[src/hdl/lct_pkg.sv]
// Package with shared constants, types and the neighbor offset table of the toggle block.
`default_nettype none
package lct_pkg;

  localparam int MAX_SIDE  = 64;
  localparam int SIDE_W    = $clog2(MAX_SIDE);
  localparam int ADDR_W    = 2 * SIDE_W;
  localparam int CELLS     = MAX_SIDE * MAX_SIDE;
  localparam int CFG_W     = 7;
  localparam int CNT_W     = 4;
  localparam int STEP_W    = 4;
  localparam int COORD_W   = SIDE_W + 2;

  localparam logic [CFG_W-1:0]  SIDE_RESET = CFG_W'(MAX_SIDE);
  localparam logic [CFG_W-1:0]  SIDE_MAX   = CFG_W'(MAX_SIDE);
  localparam logic [CNT_W-1:0]  COUNT_MAX  = CNT_W'(8);
  localparam logic [STEP_W-1:0] STEP_LAST  = STEP_W'(8);
  localparam logic [STEP_W-1:0] STEP_DONE  = STEP_W'(9);
  localparam logic [STEP_W-1:0] STEP_CTR   = STEP_W'(0);

  typedef enum logic [1:0] {
    ST_CLEAR,
    ST_IDLE,
    ST_RUN,
    ST_PUSH
  } lct_state_t;

  typedef struct packed {
    logic clear;
    logic accept;
    logic run;
    logic load_out;
  } lct_cmd_t;

  typedef struct packed {
    logic clear_last;
    logic bad;
    logic run_last;
    logic out_busy;
  } lct_status_t;

  typedef struct packed {
    logic             alive;
    logic [CNT_W-1:0] count;
  } lct_entry_t;

  typedef struct packed {
    logic signed [1:0] dr;
    logic signed [1:0] dc;
  } lct_off_t;

  // Step zero is the toggled cell itself; steps one to eight walk its neighbors.
  function automatic lct_off_t nb_offset(input logic [STEP_W-1:0] step);
    lct_off_t o;
    unique case (step)
      STEP_W'(1): o = '{dr: -2'sd1, dc: -2'sd1};
      STEP_W'(2): o = '{dr: -2'sd1, dc:  2'sd0};
      STEP_W'(3): o = '{dr: -2'sd1, dc:  2'sd1};
      STEP_W'(4): o = '{dr:  2'sd0, dc: -2'sd1};
      STEP_W'(5): o = '{dr:  2'sd0, dc:  2'sd1};
      STEP_W'(6): o = '{dr:  2'sd1, dc: -2'sd1};
      STEP_W'(7): o = '{dr:  2'sd1, dc:  2'sd0};
      STEP_W'(8): o = '{dr:  2'sd1, dc:  2'sd1};
      default:    o = '{dr:  2'sd0, dc:  2'sd0};
    endcase
    return o;
  endfunction

endpackage
`default_nettype wire

[src/hdl/lct_ctrl.sv]
// Controller state machine that sequences clearing, toggles and result hand-off.
`default_nettype none
module lct_ctrl import lct_pkg::*; (
  input  wire logic        clk,
  input  wire logic        rst_n,
  input  wire logic        in_valid,
  output logic             in_ready,
  input  wire lct_status_t st,
  output lct_cmd_t         cmd
);

  lct_state_t state_r, state_nxt;

  always_ff @(posedge clk) begin
    if (!rst_n) begin
      state_r <= ST_CLEAR;
    end else begin
      state_r <= state_nxt;
    end
  end

  always_comb begin
    state_nxt = state_r;
    unique case (state_r)
      ST_CLEAR: if (st.clear_last) state_nxt = ST_IDLE;
      ST_IDLE: begin
        if (in_valid) state_nxt = st.bad ? ST_PUSH : ST_RUN;
      end
      ST_RUN:   if (st.run_last) state_nxt = ST_PUSH;
      ST_PUSH:  if (!st.out_busy) state_nxt = ST_IDLE;
      default:  state_nxt = ST_CLEAR;
    endcase
  end

  always_comb begin
    cmd      = '0;
    in_ready = 1'b0;
    unique case (state_r)
      ST_CLEAR: cmd.clear = 1'b1;
      ST_IDLE: begin
        in_ready   = 1'b1;
        cmd.accept = in_valid;
      end
      ST_RUN:   cmd.run = 1'b1;
      ST_PUSH:  cmd.load_out = !st.out_busy;
      default:  cmd = '0;
    endcase
  end

  a_load_free: assert property (@(posedge clk) disable iff (!rst_n)
    cmd.load_out |-> !st.out_busy)
    else $error("result loaded while the output register still holds a beat");

  a_run_exit: assert property (@(posedge clk) disable iff (!rst_n)
    (state_r == ST_RUN) |=> (state_r == ST_RUN) || (state_r == ST_PUSH))
    else $error("toggle sequence left without delivering a result");

endmodule
`default_nettype wire

[config.mk]
export PLATFORM = sky130hd
export DESIGN_NAME = lct_ctrl
export DESIGN_NICKNAME = d
export VERILOG_FILES = /design/src/hdl/lct_pkg.sv /design/src/hdl/lct_ctrl.sv
export SDC_FILE = /design/constraint.sdc
export NUM_CORES = 1
export LEC_CHECK = 0
export BUFFER_PORTS_ARGS = -buffer_cell sky130_fd_sc_hd__buf_2
export CAP_MARGIN = 20
export CORE_AREA = 2 2 39 41
export CTS_BUF_LIST = sky130_fd_sc_hd__clkbuf_4
export DETAILED_ROUTE_END_ITERATION = 6
export DIE_AREA = 0 0 41 43
export SYNTH_ARGS = -nofsm -noshare
export SYNTH_HDL_FRONTEND = slang
export SYNTH_SLANG_ARGS = --single-unit
export TNS_END_PERCENT = 5
[constraint.sdc]
create_clock -name clk -period 1.77 [get_ports clk]
set_input_delay 0.2655 -clock clk [delete_from_list [all_inputs] [get_ports clk]]
set_output_delay 0.2655 -clock clk [all_outputs]
set_load 0.01 [all_outputs]
==> run_results.csv, run 1 <==
group,metric,value,unit
layout,nets,49,
floorplan,fp-row-count,14,
global_routing,track_usage,5.71,%
clocking,cts_resized,0,
sta,grt_setup_unrepaired,"no",
logic_synthesis,synth_edf_count,0,
logic_synthesis,synth_area_leaders,"ha_1 23%, dfxtp_1 19%, a2111oi_4 13%, mux2i_1 9.3%, nor2b_1 8.7%",
critical_path,critPathMaxFanout,4,
placed_design,dp_hpwl,351,um
sta,fin_crit,1470,ps
sta,fin_skew,3.57,ps
sta,hold_viol,0,
floorplan,die_area,1760,um2
routing,avgRoutedWirePerCell,7.46,um
layout,n_antenna_cell,0,
clocking,clock_latency,220,ps
floorplan,ios,12,
sta,timing.fmax,682,MHz
power,ir_drop,416,uV
routing,drc,0,
run_status,outcome,"completed",
critical_path,critPathCaptureType,"flop",
sta,setup-violations-final,0,
layout,top_regs,"state_r: 2 flops",
global_routing,grt_max_degree,5,
clocking,cts_made_buffers,3,
logic_synthesis,ys_seq_elements,2,
logic_synthesis,synth_ff_type,"dfxtp_1",
sta,min_period_over_period,82.9,%
sta,whs,329,ps
power,power_density,1550,nW/um2
routing,vias,185,
clocking,holdBufCountCts,0,
layout,area_growth_syn_to_layout,45.3,%
logic_synthesis,yosys-top-cells-count,"4 x ha_1, 3 x nand2_1, 3 x nor2b_1",
sta,tns,0,ps
layout,largest_reg_flops,2,
logic_synthesis,syn_avg_cell_area,9.78,um2
floorplan,die_y,43,um
floorplan,core,1380,um2
logic_synthesis,synth_cell_types,11,
logic_synthesis,syn_area,215,um2
floorplan,start_util,15.6,%
clocking,clk_pin_slew,30,ps
sta,worstMarginPinSlew,315,ps
global_routing,grt_pass1_vias,199,
logic_synthesis,synth_fp_nets,33,
layout,utilization,22.6,%
logic_synthesis,synth_top_area_cell,"ha_1",
logic_synthesis,syn_inst,22,
clocking,clock-root-buffer,"clkbuf_4",
routing,detail-route-antenna-nets,0,
power,leakage,0.155,nW
global_routing,overflow,0,
global_routing,grt_pass1_wl,627,um
layout,drive_gt1_share,47.2,%
critical_path,crit_type,"reg2reg",
critical_path,cp.required,1920,ps
clocking,cts_tree,"built",
logic_synthesis,ys_seq_area_share,18.6,%
logic_synthesis,yosys.cell_count.top_type,"ha_1",
sta,final_max_slew_viol_count,0,
critical_path,crit_arrival,1610,ps
clocking,clk_path_buf_depth,2,
routing,via_per_inst,3.56,
clocking,postCtsSetupBuffers,0,
floorplan,die_w,41,um
routing,drt-initial-drc-count,0,
sta,max-slew-margin-rel,79.0,%
logic_synthesis,netlist.area_leader.share,23.3,%
clocking,clock_sinks,2,
placed_design,place_congestion,0.624,
routing,wl,388,um
logic_synthesis,async_flop_share,0,%
run,drv_cap,0,
clocking,htreeDepth,1,
global_routing,antenna_found_initial,0,
routing,first_pass_iters,1,
layout,top_register,"state_r",
min_path,hold_path_class,"in2reg",
critical_path,start_kind,"flop",
placed_design,port_buffers,11,
logic_synthesis,ys_warn_count,0,
==> kinds of logic after synthesis <==
logic type                 synth area share (%)
AOI/OAI and AO/OA                          15.1
adders and majority gates                  23.3
buffers and inverters                      3.49
DFF                                        18.6
muxes                                      9.30
and+or+nand+nor                            30.2
==> metrics by stage <==
| stage | cell area (um2) | instances | setup slack (ps) | total power, mW |
|---|---|---|---|---|
| 2_1_floorplan | 215 | 22 | 344 | 0.320 |
| 4_1_cts | 313 | 52 | 271 | 0.503 |
| 6_report | 313 | 52 | 303 | 0.485 |
| 3_5_place_dp | 290 | 49 | 279 | 0.396 |
| 3_3_place_gp | 290 | 49 | 287 | 0.393 |
| 5_1_grt | 313 | 52 | 171 | 0.536 |
==> worst max-delay path, stage by stage (launching register included) <==
cell,delay (ps)
dfxtp_1,370
inv_1,80
ha_1,220
nor2b_4,140
a2111oi_4,370
mux2i_1,220
==> per-layer routing <==
| layer | vias to the layer above | global-route usage [%] | wire length (um) |
|---|---|---|---|
| met5 | - | 0 | 0 |
| met4 | 0 | 2.00 | 0 |
| met3 | 0 | 6.28 | 48 |
| met2 | 8 | 8.44 | 171 |
| met1 | 77 | 4.79 | 169 |
| li1 | 100 | - | - |
==> where the power goes <==
part | internal (mW) | total (mW) | switching (mW)
clock network | 0.0745 | 0.0978 | 0.0233
logic | 0.157 | 0.296 | 0.139
registers | 0.0681 | 0.0911 | 0.0230
total | 0.300 | 0.485 | 0.185
==> final timing paths <==
check / startpoint / cells past startpoint / to / slack [ps]
setup / recovery: state_r[0] / 5 / state_r[0] / 300
hold / removal: rst_n / 3 / state_r[1] / 330
setup reg to reg: state_r[0] / 5 / state_r[0] / 300
hold reg to reg: state_r[1] / 2 / state_r[1] / 500
==> cell type report <==
class	count	area (um2)
Timing Repair Buffer	11	55.1
Inverter	2	7.51
Tap cell	16	20.0
Sequential cell	2	40.0
Clock buffer	3	22.5
Multi-Input combinational cell	18	168
Fill cell	167	1070
==> layout by cell type (no fill, tap or decap) <==
cell,instances
a2111oi_4,1
and2_1,2
mux2i_1,2
dfxtp_1,2
buf_2,11
clkbuf_4,3
nand2b_2,1
inv_1,2
nand2_1,3
nor2b_1,3
nor2b_4,1
o21ai_0,1
ha_1,4
Power figures use the tool's default switching activity.
==> inputs of run 2 (changes only) <==
Settings changed: ABC_AREA set to 1.
Clock period 1.77 ns to 1.4 ns, I/O delays scaled along.
==> run_results.csv, run 2 <==
group,metric,value,unit
global_routing,overflow,0,
sta,min_period_over_period,90.9,%
sta,fin_crit,1270,ps
placed_design,place_congestion,0.653,
power,power_density,2100,nW/um2
layout,layout_common_cells,"11 x nand2_1, 11 x buf_2, 9 x inv_1",
placed_design,preCtsSetupSlack,192,ps
run_status,outcome,"completed",
floorplan,die_area,1760,um2
sta,grt_setup_unrepaired,"no",
sta,setup-violations-final,0,
global_routing,antenna_found_initial,0,
run,drv_cap,0,
min_path,hold_path_class,"in2reg",
layout,drive_gt1_share,35.4,%
routing,detail-route-antenna-nets,0,
floorplan,core,1380,um2
clocking,clk_pin_slew,30,ps
floorplan,start_util,14.9,%
global_routing,grt_max_degree,5,
logic_synthesis,synth_area_leaders,"ha_1 24%, nand2_1 20%, dfxtp_1 19%, inv_1 16%, nor2_1 9.1%",
clocking,holdBufCountCts,0,
critical_path,critPathCaptureType,"output port",
logic_synthesis,synth_cell_types,8,
routing,via_per_inst,3.42,
layout,top_regs,"state_r: 2 flops",
routing,drt-initial-drc-count,1,
sta,timing.fmax,785,MHz
logic_synthesis,syn_inst,34,
logic_synthesis,ys_warn_count,0,
power,leakage,0.195,nW
logic_synthesis,syn_avg_cell_area,6.07,um2
sta,worst_slack,127,ps
sta,tns,0,ps
layout,n_fill_cell,169,
logic_synthesis,yosys.cell_count.top_type,"nand2_1",
logic_synthesis,synth_edf_count,0,
routing,wl,404,um
clocking,clock_sinks,2,
floorplan,die_y,43,um
logic_synthesis,synth_ff_type,"dfxtp_1",
layout,nets,61,
critical_path,cp.required,1190,ps
logic_synthesis,ys_seq_elements,2,
logic_synthesis,synth_xor_area_share,0,%
logic_synthesis,synth_fp_nets,45,
power,ir_drop,421,uV
logic_synthesis,ys_seq_area_share,19.4,%
routing,drc,0,
critical_path,critPathMaxFanout,4,
logic_synthesis,synth_top_area_cell,"ha_1",
floorplan,fp-row-count,14,
floorplan,ios,12,
logic_synthesis,yosys-top-cells-count,"11 x nand2_1, 9 x inv_1, 5 x nor2_1, 4 x ha_1, 2 x dfxtp_1",
sta,fin_skew,1.62,ps
global_routing,grt_pass1_vias,171,
floorplan,die_w,41,um
layout,top_register,"state_r",
logic_synthesis,synth_compound_area_share,2.42,%
sta,hold_viol,0,
sta,final_max_slew_viol_count,0,
global_routing,grt_pass1_wl,614,um
placed_design,port_buffers,11,
clocking,clock-root-buffer,"clkbuf_4",
clocking,htreeDepth,1,
routing,vias,219,
logic_synthesis,synth_top_family_by_area,"simple AND/OR/NAND/NOR gates",
logic_synthesis,yosys.area_share.simple,37.6,%
global_routing,track_usage,5.91,%
critical_path,start_kind,"flop",
critical_path,crit_type,"reg2out",
sta,max-slew-margin-rel,90.9,%
clocking,clk_path_buf_depth,2,
logic_synthesis,netlist.area_leader.share,24.2,%
routing,avgRoutedWirePerCell,6.31,um
placed_design,place_inst,61,
sta,worstMarginPinSlew,137,ps
clocking,cts_tree,"built",
logic_synthesis,synth_fa_ha_area_share,24.2,%
clocking,cts_made_buffers,3,
layout,area_growth_syn_to_layout,47.9,%
layout,largest_reg_flops,2,
clocking,clock_latency,230,ps
logic_synthesis,async_flop_share,0,%
layout,layout.cells.non_filler,64,
critical_path,crit_arrival,1060,ps
layout,n_antenna_cell,0,
placed_design,dp_hpwl,337,um
logic_synthesis,syn_area,206,um2
layout,utilization,22.1,%
routing,first_pass_iters,2,
logic_synthesis,synthMuxAreaShare,0,%
[run 2: cell type report]
| type | instances | area [um2] | share of cell area [%] |
|---|---|---|---|
| Multi-Input combinational cell | 23 | 133 | 43.4 |
| Inverter | 9 | 33.8 | 11.1 |
| Timing Repair Buffer | 11 | 55.1 | 18.0 |
| Sequential cell | 2 | 41.3 | 13.5 |
| Clock buffer | 3 | 22.5 | 7.38 |
| Tap cell | 16 | 20.0 | 6.56 |
[run 2: cells by family after synthesis]
group | count (synthesis)
and+or+nand+nor | 18
buffers and inverters | 9
adders and majority gates | 4
DFF | 2
AOI/OAI and AO/OA | 1
[run 2: repair_timing]
action,4_1_cts,5_1_grt
setup endpoints to repair,0,1
resized for setup,0,1
buffers inserted,0,0
[run 2: worst max-delay path, cell delays in order, from the launching register on]
cell and delay (ps):
dfxtp_2 340, inv_1 60, ha_1 220, nand2_1 70, inv_1 30, buf_2 120
[run 2: metrics by stage]
stage	total power [mW]	cell area (um2)	hold slack, ps
floorplan	0.417	206	330
global placement	0.514	282	451
detailed placement	0.518	282	455
CTS	0.657	304	212
global route	0.738	305	223
finish	0.642	305	214
[run 2: final timing paths]
kind                                 start  cells after the start         end  slack (ps)
worst min register to register  state_r[1]                      2  state_r[1]         510
worst max-delay path            state_r[1]                      5      cmd[2]         130
worst min-delay path                 rst_n                      3  state_r[1]         210
worst max register to register  state_r[0]                      8  state_r[1]         210
[run 2: report_power, final]
part / switching, mW / internal [mW] / leakage [nW]
sequential: 0.0300 / 0.0910 / 0.0170
combinational: 0.224 / 0.165 / 0.165
clock: 0.0366 / 0.0949 / 0.0138
total: 0.291 / 0.351 / 0.195
[run 2: layer usage]
metal,up-vias,GRT usage [%],wire [um]
li1,125,-,-
met1,84,6.71,189
met2,10,6.25,163
met3,0,9.42,51
met4,0,0,0
met5,-,0,0
